--- src/sv/vdp_pkg.sv ---
// ============================================================================
// vdp_pkg: shared types and constants for the video display processor port
// Holds the command and result structures, the command codes and the fixed
// widths and reset values used by the front end, the back end and the queues.
// ============================================================================
package vdp_pkg;

    localparam int ADDR_W         = 14;
    localparam int FRAME_W        = 24;
    localparam int VRAM_DEPTH_DEF = 16384;
    localparam int FIFO_DEPTH     = 4;

    localparam logic [FRAME_W-1:0] DEFAULT_FRAME_PERIOD = FRAME_W'(1000000 / 60);

    // Bit positions inside the status byte, register 1 and the second control byte.
    localparam int STATUS_IRQ_BIT = 7;
    localparam int R1_IRQ_EN_BIT  = 5;
    localparam int CTRL_REG_BIT   = 7;
    localparam int CTRL_WRITE_BIT = 6;

    // Bus request codes and port selects.
    localparam logic [1:0] REQ_READ  = 2'd0;
    localparam logic [1:0] REQ_WRITE = 2'd1;
    localparam logic [1:0] REQ_TICK  = 2'd2;
    localparam logic       PORT_DATA = 1'b0;

    localparam logic [2:0] IRQ_EN_REG = 3'd1;

    typedef enum logic [2:0] {
        OP_NOP,
        OP_DATA_RD,
        OP_STAT_RD,
        OP_DATA_WR,
        OP_CTRL_WR,
        OP_TICK
    } t_op;

    typedef struct packed {
        t_op        op;
        logic [7:0] wdata;
    } t_cmd;

    typedef struct packed {
        logic [7:0] rdata;
        logic       irq;
    } t_res;

endpackage

--- src/sv/vdp_fifo.sv ---
// ============================================================================
// vdp_fifo: small first-in first-out queue
// Register-based queue with a combinational head, used between the front end
// and the back end and again in front of the result ports.
// ============================================================================
module vdp_fifo #(
    parameter int WIDTH = 8,
    parameter int DEPTH = vdp_pkg::FIFO_DEPTH
) (
    input  logic             i_clk,
    input  logic             i_rst_n,
    input  logic             i_push,
    input  logic [WIDTH-1:0] i_data,
    output logic             o_full,
    input  logic             i_pop,
    output logic [WIDTH-1:0] o_data,
    output logic             o_empty
);

    localparam int PTR_W = (DEPTH > 1) ? $clog2(DEPTH) : 1;
    localparam int CNT_W = $clog2(DEPTH + 1);

    logic [WIDTH-1:0] r_mem [DEPTH];
    logic [PTR_W-1:0] r_wr, n_wr;
    logic [PTR_W-1:0] r_rd, n_rd;
    logic [CNT_W-1:0] r_cnt, n_cnt;
    logic             do_push;
    logic             do_pop;

    assign o_full  = (r_cnt == CNT_W'(DEPTH));
    assign o_empty = (r_cnt == '0);
    assign o_data  = r_mem[r_rd];
    assign do_push = i_push && !o_full;
    assign do_pop  = i_pop && !o_empty;

    always_comb begin
        n_wr  = r_wr;
        n_rd  = r_rd;
        n_cnt = r_cnt;
        if (do_push) begin
            n_wr = (r_wr == PTR_W'(DEPTH - 1)) ? '0 : r_wr + PTR_W'(1);
        end
        if (do_pop) begin
            n_rd = (r_rd == PTR_W'(DEPTH - 1)) ? '0 : r_rd + PTR_W'(1);
        end
        if (do_push && !do_pop) begin
            n_cnt = r_cnt + CNT_W'(1);
        end else if (do_pop && !do_push) begin
            n_cnt = r_cnt - CNT_W'(1);
        end
    end

    always_ff @(posedge i_clk) begin
        if (!i_rst_n) begin
            r_wr  <= '0;
            r_rd  <= '0;
            r_cnt <= '0;
        end else begin
            r_wr  <= n_wr;
            r_rd  <= n_rd;
            r_cnt <= n_cnt;
        end
    end

    always_ff @(posedge i_clk) begin
        if (do_push) begin
            r_mem[r_wr] <= i_data;
        end
    end

endmodule

--- config.mk ---
export PLATFORM = sky130hd
export DESIGN_NAME = vdp_fifo
export DESIGN_NICKNAME = d
export VERILOG_FILES = /design/src/sv/vdp_pkg.sv /design/src/sv/vdp_fifo.sv
export SDC_FILE = /design/constraint.sdc
export NUM_CORES = 1
export LEC_CHECK = 0
export BUFFER_PORTS_ARGS = -buffer_cell sky130_fd_sc_hd__clkbuf_2
export CORE_MARGIN = 8
export CORE_UTILIZATION = 50
export DETAILED_ROUTE_END_ITERATION = 8
export PLACE_DENSITY = 0.78
export SLEW_MARGIN = 5
export SYNTH_ARGS = -nofsm -noshare
export SYNTH_HDL_FRONTEND = slang
export SYNTH_SLANG_ARGS = --single-unit
--- constraint.sdc ---
create_clock -name i_clk -period 6.8 [get_ports i_clk]
set_clock_uncertainty 0.2 [all_clocks]
set_input_delay 1.36 -clock i_clk [delete_from_list [all_inputs] [get_ports i_clk]]
set_output_delay 1.36 -clock i_clk [all_outputs]
set_load 0.05 [all_outputs]
[Word-level counts from Yosys, hierarchy flattened]
Memories as Yosys holds them, arrays and structs flattened. A register that Yosys moved wholly into a read port is not among the register bits.
Cells that the tools add are included.
Word-level totals
  flip-flop bits (word level): 7
  RAM bits: 32
  bits of input ports: 12
  logic and storage cells: 29
  memories: 1
Memories
  r_mem: words 4, width 8, read ports 1, clocked after memory_dff 1, write ports 1, RTL line vdp_fifo.sv:23  | logic [WIDTH-1:0] r_mem [DEPTH];
Operators by class
  add/sub/neg operators: 4
  eq/ne operators: 3
  mux-type cells: 8
  reduce and logical (&&, ||, !) cells: 10
Operators by type and width (count)
  2-bit 2-to-1 mux: 4
  3-bit 2-to-1 mux: 2
  2-bit by 1-bit adder with 2-bit output, second input constant: 2
  2-bit == test, second input constant: 2
  1-bit logical AND: 4
  1-bit logical NOT: 4
  3-bit by 1-bit adder with 3-bit output, second input constant: 1
  3-bit == test, second input constant: 1
  3-bit logical NOT: 1
  3-bit by 1-bit subtractor with 3-bit output, second input constant: 1
  1-bit 2-to-1 mux: 2
  2-bit nonzero test: 1

[Longest topological paths before layout]
Gate-level depths: netlist of the first run.
  word-level depth: 7
  gate-level depth with buffers: 9

[Worst setup path before layout of the first run]
Ideal clock, no wire load.
  path kind: in2reg
  start point: in i_push
  end point: reg r_cnt[2]
  setup time: 0.076 ns
  arrival: 2.786 ns
  setup slack: 3.739 ns
  cell stages on the path: 8
  buffers on the path: 1
  cell sequence: nor2b_1 -> buf_2 -> ha_1 -> inv_1 -> fa_1 -> xor2_1 -> or3_1 -> a21boi_0
Between the ends
  cells in the longest elaborated chain, start to end: 4
  elaborated cells between the ends (all ways): 6
  those cells by class: mux: 1; reduce/logical: 5
Ends and longest elaborated chain
  from (decl): RTL line vdp_fifo.sv:12  | input logic i_push,
  1-bit logical AND (*): RTL line vdp_fifo.sv:33  | assign do_push = i_push && !o_full;
  via do_push: RTL line vdp_fifo.sv:27  | logic do_push;
  1-bit logical NOT: RTL line vdp_fifo.sv:48  | end else if (do_pop && !do_push) begin
  1-bit logical AND: RTL line vdp_fifo.sv:48
  2-bit nonzero test (no source line)
  to (signal assigned): RTL line vdp_fifo.sv:61  | r_cnt <= n_cnt;
  to (decl): RTL line vdp_fifo.sv:26  | logic [CNT_W-1:0] r_cnt, n_cnt;
Mark *: on every way through the listed nets, which the timed path passes. The rest lies on a longest branch.
A chain may end at the register's enable or synchronous reset.

==> impl_metrics.csv, run 1 <==
group,metric,value,unit
drt,route.detailed.drc,0,
drt,vias,822,
worst_setup_path,rr_endpoint,"r_cnt[2]",
global_routing,grt_util_met1,11.30,%
worst_setup_path,r2r_setup_slack,4.20,ns
clocking,clock-sinks,41,
power,p_sw,0.2661,mW
global_routing,antenna_found_initial,0,
global_routing,grt_max_degree,13,
floorplanning,die_w,73.10,um
clocking,clk_pin_slew,0.11,ns
power,peakVddDrop,0.0001911,V
placed_design,gp_congestion,0.7062,
drt,vias_per_cell,5.074,
power,powerDensity,397.4,nW/um^2
clocking,h-tree-depth,2,
clocking,cts_root_buf,"clkbuf_4",
logic_synthesis,syn_avg_cell_area,17.53,um^2
worst_setup_path,path_buf_inv,1,
logic_synthesis,synth_top_area_share,58.94,%
placed_design,dp_hpwl,1.800,mm
sta,final.setup.tns,0,ns
worst_setup_path,reg2reg_from,"r_cnt[0]",
layout,finalInstanceArea,1848,um^2
worst_setup_path,path_delay_family,"flip-flops",
sta,slew_headroom,58.20,%
layout,final_common_cell,"edfxtp_1",
clocking,hold_buffers,0,
layout,final_cell_mix,"edfxtp_1, clkbuf_2, dfxtp_1",
worst_setup_path,crit_path_max_incr_delay,0.68,ns
worst_setup_path,r2r_cells,7,
drt,routed_wl,2.652,mm
power,sw_frac_of_total,36.24,%
floorplanning,core-area,3078,um^2
power,seq_power_share,46.6,%
clocking,clk_latency,0.34,ns
logic_synthesis,synth_area_leaders,"edfxtp_1, dfxtp_1, mux4_2",
worst_setup_path,critPathRequiredTime,5.24,ns
worst_setup_path,endpoint,"o_data[2]",
layout,layout.nets,136,
worst_setup_path,cp-start-kind,"register",
global_routing,grt_pass1_vias,886,
sta,slew_viol_final,0,
clocking,cts_buffer_depth,2,
sta,rsz0062_at_grt,"no",
status,status,"complete, no violations",
worst_setup_path,cp_cell_sequence,"mux4_2 > clkbuf_2",
placed_design,dpl_cell_area,1773,um^2
drt,dr.first_iter.drc_count,38,
min_path,min_path_cells,2,
floorplanning,dieArea,5344,um^2
global_routing,grt-busiest-layer,"met2",
power,p_leak,0.6755,nW
sta,finalCritPeriodShare,50.25,%
worst_setup_path,critPathMaxFanout,8,
worst_setup_path,cp.depth,2,
clocking,cts_setup_buffers,0,
sta,setup_slack,3.383,ns
power,p_clk_share,20.2,%
power,total_power,0.7344,mW
sta,whs,0.3212,ns
worst_setup_path,worstPathArrival,1.86,ns
logic_synthesis,syn_area,1630,um^2
floorplanning,boundaryPins,22,
worst_setup_path,crit_path_end_kind,"primary output",
min_path,hold_path.class,"register to register",
drt,wl_per_cell,16.37,um
global_routing,track_usage,10.95,%
sta,fmax,292.7,MHz
layout,area_growth,13.35,%
global_routing,grt_pass1_wl,4.243,mm
sta,worst_pin_slew,0.6217,ns
global_routing,grt_overflow,0,
drt,antenna_left,0,
job,drv_cap,0,
clocking,cts_resized,0,
clocking,cts-buffers-inserted,5,
sta,hold_viol,0,
power,p_int,0.4682,mW
logic_synthesis,synthCells,93,
power,pwr-share-comb,33.2,%
floorplanning,initial_core_util,52.97,%
sta,finalSetupViolations,0,
global_routing,met2_usage,19.17,%
global_routing,grt_util_met3,5.357,%
floorplanning,rows,20,
logic_synthesis,yosysWarningCount,0,
drt,firstDrtPassIters,4,
worst_setup_path,critical_path_class,"register to primary output",
clocking,cts_tree,"done",
worst_setup_path,cp_slowest_cell,"dfxtp_1",
layout,drive_gt1_share,30.51,%
placed_design,numPortBuffers,21,
logic_synthesis,yosysSeqAreaShare,69.99,%
logic_synthesis,synthesis.nets,112,
logic_synthesis,synth_seq_cells,41,
layout,diodes,0,
sta,period_needed,3.417,ns
logic_synthesis,yosysTopAreaCell,"edfxtp_1",
logic_synthesis,synthDistinctLibCells,23,
placed_design,place_ws,3.365,ns
floorplanning,chipHeight,73.10,um
==> flip-flops by register name (all words and copies together) (netlist names), named ones only <==
signal and cells:
r_rd 2, r_wr 2, r_cnt 3, r_mem 32
==> worst min-delay path: cells and delay by family (launching register included) <==
kind | cells | cell delay [ns]
flip-flops | 1 | 0.36
AND/OR/NAND/NOR | 1 | 0.07
multiplexers | 1 | 0.05
==> cell usage after synthesis <==
| cell type | number |
|---|---|
| o21ai_0 | 3 |
| or3_1 | 1 |
| fa_1 | 1 |
| nor2_1 | 2 |
| dfxtp_1 | 9 |
| a21boi_0 | 1 |
| nor3b_2 | 1 |
| mux2i_1 | 3 |
| mux4_2 | 8 |
| buf_1 | 1 |
| xor2_1 | 1 |
| inv_1 | 3 |
| ha_1 | 6 |
| edfxtp_1 | 32 |
| nand2_1 | 6 |
| nor3_1 | 1 |
| clkbuf_1 | 1 |
| buf_2 | 2 |
| nor2b_1 | 2 |
| o31ai_1 | 1 |
| nand3_1 | 2 |
| and2_1 | 5 |
| xnor2_1 | 1 |
==> per-stage QoR <==
| step | cells | util [%] |
|---|---|---|
| 3_3_place_gp | 154 | 57.60 |
| 3_5_place_dp | 154 | 57.60 |
| 2_1_floorplan | 93 | - |
| 6_report | 162 | 60.04 |
| 4_1_cts | 162 | 60.04 |
| 5_1_grt | 162 | 60.04 |
==> worst min path at each step <==
stage | start | to | slack (ns)
4_1_cts | r_wr[1] | r_wr[1] | 0.33
3_3_place_gp | r_wr[1] | r_wr[1] | 0.28
2_1_floorplan | r_wr[1] | r_wr[1] | 0.27
6_report | r_wr[1] | r_wr[1] | 0.32
5_1_grt | r_wr[0] | r_wr[0] | 0.36
3_5_place_dp | r_wr[1] | r_wr[1] | 0.31
==> cells by family after synthesis <==
logic type / share of synthesized area (%)
adder cells (fa/ha/maj): 5.833
buffers and inverters: 1.765
multiplexers: 12.89
flip-flops: 69.99
AO/OA/AOI/OAI: 1.842
AND/OR/NAND/NOR: 6.600
XOR/XNOR: 1.075
==> power groups by stage <==
stage | Combinational (mW) | Sequential [mW] | Clock, mW
after global routing | 0.262 | 0.349 | 0.164
after CTS | 0.246 | 0.344 | 0.153
after detailed placement | 0.245 | 0.350 | 0
after floorplan | 0.211 | 0.329 | 0
after global placement | 0.238 | 0.346 | 0
final | 0.244 | 0.342 | 0.148
==> cell type report <==
class	instances	area, um^2
well taps	44	55.05
multi-input cells	45	460.4
fillers	244	1230
clock inverters	2	33.78
clock buffers	6	41.29
inverters	3	11.26
repair buffers	21	105.1
flip-flops and latches	41	1141
==> routing by layer <==
metal  vias up  share of wire, %
met4         0                 0
met5         -                 0
li1        398                 -
met1       406                40
met3         0               5.7
met2        18                54
Power figures use the tool's default switching activity.
==> inputs of run 2 (changes only) <==
Clock period 6.8 ns to 3.2 ns, I/O delays scaled along.
==> impl_metrics.csv, run 2 (same netlist as run 1, synthesis figures left out) <==
group,metric,value,unit
status,status,"complete, no violations",
worst_setup_path,path_delay_family,"flip-flops",
worst_setup_path,critPathRequiredTime,2.36,ns
drt,antenna_left,0,
worst_setup_path,worstPathArrival,1.89,ns
clocking,h-tree-depth,2,
clocking,clock-sinks,41,
power,peakVddDrop,0.0003951,V
floorplanning,die_w,73.10,um
job,drv_cap,0,
layout,reg_top3,"r_mem (32), r_cnt (3)",
global_routing,grt_max_degree,14,
worst_setup_path,r2r_cells,7,
sta,hold_viol,0,
worst_setup_path,cp_slowest_cell,"dfxtp_1",
sta,worst_pin_slew,0.5865,ns
power,powerDensity,842.4,nW/um^2
global_routing,antenna_found_initial,0,
layout,regMostFlops,"r_mem",
drt,wl_per_cell,16.04,um
sta,rsz0062_at_grt,"no",
clocking,cts_tree,"done",
worst_setup_path,cp_cell_sequence,"mux4_2 > clkbuf_2",
clocking,cts_resized,0,
worst_setup_path,crit_path_end_kind,"primary output",
sta,slew_headroom,60.56,%
placed_design,gp_congestion,0.7334,
placed_design,dpl_cell_area,1773,um^2
global_routing,grt_overflow,0,
global_routing,grt_pass1_wl,4.084,mm
layout,drive_gt1_share,31.36,%
layout,finalInstanceArea,1849,um^2
layout,layout.nets,136,
sta,fmax,367.0,MHz
clocking,cts-buffers-inserted,5,
floorplanning,chipHeight,73.10,um
power,p_leak,0.6778,nW
drt,firstDrtPassIters,3,
sta,finalSetupViolations,0,
worst_setup_path,critical_path_class,"register to primary output",
layout,fin_util,60.08,%
drt,route.detailed.drc,0,
layout,diodes,0,
sta,final.setup.tns,0,ns
min_path,min_path_cells,1,
placed_design,dp_hpwl,1.852,mm
worst_setup_path,cp-start-kind,"register",
worst_setup_path,critPathMaxFanout,8,
global_routing,grt_pass1_vias,872,
drt,vias,856,
placed_design,numPortBuffers,21,
layout,area_growth,13.43,%
floorplanning,rows,20,
layout,final_common_cell,"edfxtp_1",
sta,slew_viol_final,0,
global_routing,track_usage,10.67,%
layout,final_cells,162,
floorplanning,core-area,3078,um^2
placed_design,dp.cells,154,
clocking,cts_setup_buffers,0,
min_path,hold_path.class,"input port to register",
clocking,clk_pin_slew,0.12,ns
clocking,cts_buffer_depth,2,
worst_setup_path,cp.depth,2,
drt,vias_per_cell,5.284,
sta,finalCritPeriodShare,85.16,%
drt,routed_wl,2.598,mm
sta,period_needed,2.725,ns
floorplanning,dieArea,5344,um^2
worst_setup_path,crit_path_max_incr_delay,0.70,ns
clocking,clk_latency,0.34,ns
clocking,hold_buffers,0,
drt,dr.first_iter.drc_count,34,
floorplanning,initial_core_util,52.97,%
worst_setup_path,path_buf_inv,1,
clocking,cts_root_buf,"clkbuf_4",
layout,largest_reg_flops,32,
floorplanning,boundaryPins,22,
layout,final_cell_mix,"edfxtp_1, clkbuf_2, dfxtp_1",
[run 2: worst paths after layout]
kind	startpoint	to	slack [ns]
max	register	o_data[4]	0.47
min	i_data[7]	r_mem[1][7]	0.31
max reg2reg	r_cnt[0]	r_cnt[2]	0.64
min reg2reg	r_wr[1]	r_wr[1]	0.31
[run 2: area by class of cell]
| type | count | area (um^2) |
|---|---|---|
| sequential | 41 | 1141 |
| fill | 242 | 1229 |
| multi-input combinational | 45 | 460.4 |
| timing repair buffer | 21 | 105.1 |
| inverter | 3 | 11.26 |
| clock inverter | 2 | 35.03 |
| tap | 44 | 55.05 |
| clock buffer | 6 | 41.29 |
[run 2: per-layer routing]
layer  part of all wire [%]  vias up  global-route usage (%)
li1                       -      397                       -
met1                     40      433                   10.50
met2                     53       17                   18.87
met3                    3.7        9                   3.022
met4                    3.2        0                   7.333
met5                      0        -                       0
[run 2: power by group]
group	switching, mW	internal (mW)
Combinational	0.334	0.178
Clock	0.156	0.164
Sequential	0.0718	0.655
[run 2: stage by stage]
step	setup slack [ns]	hold WS (ns)	total power [mW]
2_1_floorplan	0.6654	0.2677	1.147
3_3_place_gp	0.5767	0.2833	1.242
3_5_place_dp	0.4265	0.2901	1.263
4_1_cts	0.4192	0.2947	1.578
5_1_grt	0.3462	0.2903	1.635
6_report	0.4749	0.3062	1.558
==> inputs of run 3 (changes only) <==
Settings changed: RECOVER_POWER set to 100.
==> impl_metrics.csv, run 3 (same netlist as run 1, synthesis figures left out) <==
group,metric,value,unit
clocking,clk_latency,0.34,ns
layout,final_common_cell,"edfxtp_1",
sta,fmax,359.9,MHz
global_routing,grt_pass1_wl,4.084,mm
sta,slew_viol_final,0,
clocking,hold_buffers,0,
clocking,cts_tree,"done",
layout,final_cell_mix,"edfxtp_1, clkbuf_1, dfxtp_1",
floorplanning,core-area,3078,um^2
min_path,hold_path.class,"register to register",
layout,largest_reg_flops,32,
power,p_sw,0.5609,mW
floorplanning,boundaryPins,22,
power,p_clk_share,20.8,%
sta,period_needed,2.779,ns
clocking,cts_resized,0,
layout,drive_gt1_share,15.25,%
placed_design,gp_congestion,0.7334,
drt,firstDrtPassIters,4,
global_routing,grt_pass1_vias,872,
clocking,clock-sinks,41,
floorplanning,chipHeight,73.10,um
layout,layout.nets,136,
status,status,"complete, no violations",
clocking,clk_pin_slew,0.11,ns
drt,route.detailed.drc,0,
global_routing,antenna_found_initial,0,
floorplanning,dieArea,5344,um^2
placed_design,dp_hpwl,1.852,mm
clocking,cts-buffers-inserted,5,
clocking,cts_root_buf,"clkbuf_4",
worst_setup_path,r2r_cells,8,
layout,fin_util,59.19,%
job,drv_cap,0,
floorplanning,die_w,73.10,um
layout,regMostFlops,"r_mem",
floorplanning,initial_core_util,52.97,%
layout,reg_top3,"r_mem (32), r_cnt (3)",
layout,diodes,0,
sta,final.setup.tns,0,ns
floorplanning,rows,20,
clocking,h-tree-depth,2,
power,total_power,1.540,mW
power,p_leak,0.6167,nW
layout,area_growth,11.74,%
drt,vias,854,
drt,wl_per_cell,16.15,um
power,p_int,0.9791,mW
sta,slew_headroom,54.46,%
drt,antenna_left,0,
sta,whs,0.3042,ns
drt,vias_per_cell,5.272,
power,powerDensity,845.3,nW/um^2
layout,fillers,253,
sta,hold_viol,0,
power,pwr-share-comb,32.1,%
global_routing,grt_max_degree,14,
power,seq_power_share,47.1,%
worst_setup_path,worstPathArrival,1.94,ns
min_path,min_path_cells,2,
worst_setup_path,critPathRequiredTime,2.36,ns
drt,routed_wl,2.616,mm
global_routing,track_usage,10.67,%
sta,finalSetupViolations,0,
worst_setup_path,critical_path_class,"register to primary output",
power,peakVddDrop,0.0003930,V
sta,finalCritPeriodShare,86.84,%
placed_design,numPortBuffers,21,
power,sw_frac_of_total,36.42,%
worst_setup_path,cp-start-kind,"register",
drt,dr.first_iter.drc_count,24,
worst_setup_path,crit_path_end_kind,"primary output",
clocking,cts_setup_buffers,0,
global_routing,grt_overflow,0,
clocking,cts_buffer_depth,2,
worst_setup_path,critPathMaxFanout,8,
sta,rsz0062_at_grt,"no",
sta,worst_pin_slew,0.6828,ns
==> run 3: power by group through the flow <==
stage                     Combinational [mW]  Sequential (mW)  Clock, mW
after floorplan                        0.448            0.698          0
after global placement                 0.508            0.735          0
after detailed placement               0.520            0.743          0
after CTS                              0.521            0.730      0.327
after global routing                   0.534            0.742      0.343
final                                  0.494            0.726      0.320
==> run 3: area by class of cell <==
cell class	instances	area [um^2]	share of cell area, %
Sequential cell	41	1141	62.64
Multi-Input combinational cell	45	455.4	25.00
Timing Repair Buffer	21	82.58	4.533
Tap cell	44	55.05	3.022
Clock buffer	6	41.29	2.266
Clock inverter	2	35.03	1.923
Inverter	3	11.26	0.6181
==> run 3: per-layer routing <==
layer | GRT usage, % | wire (um)
met5 | 0 | 0
met1 | 10.50 | 1085
met4 | 7.333 | 82
met3 | 3.022 | 76
met2 | 18.87 | 1372
==> run 3: worst max-delay path, cell delays in order (launching register included) <==
cell,delay (ns)
dfxtp_1,0.70
mux4_2,0.59
clkbuf_1,0.31
==> run 3: final timing paths <==
| path | slack (ns) | endpoint | startpoint |
|---|---|---|---|
| min | 0.30 | r_wr[1] | r_wr[1] |
| min reg2reg | 0.30 | r_wr[1] | r_wr[1] |
| max reg2reg | 0.65 | r_cnt[2] | r_cnt[0] |
| max | 0.42 | o_data[4] | register |
==> run 3: through the flow <==
stage	cell area [um^2]	worst slack [ns]	cells
2_1_floorplan	1630	0.6654	93
3_3_place_gp	1773	0.5767	154
3_5_place_dp	1773	0.4265	154
4_1_cts	1849	0.4192	162
5_1_grt	1822	0.2785	162
6_report	1822	0.4212	162
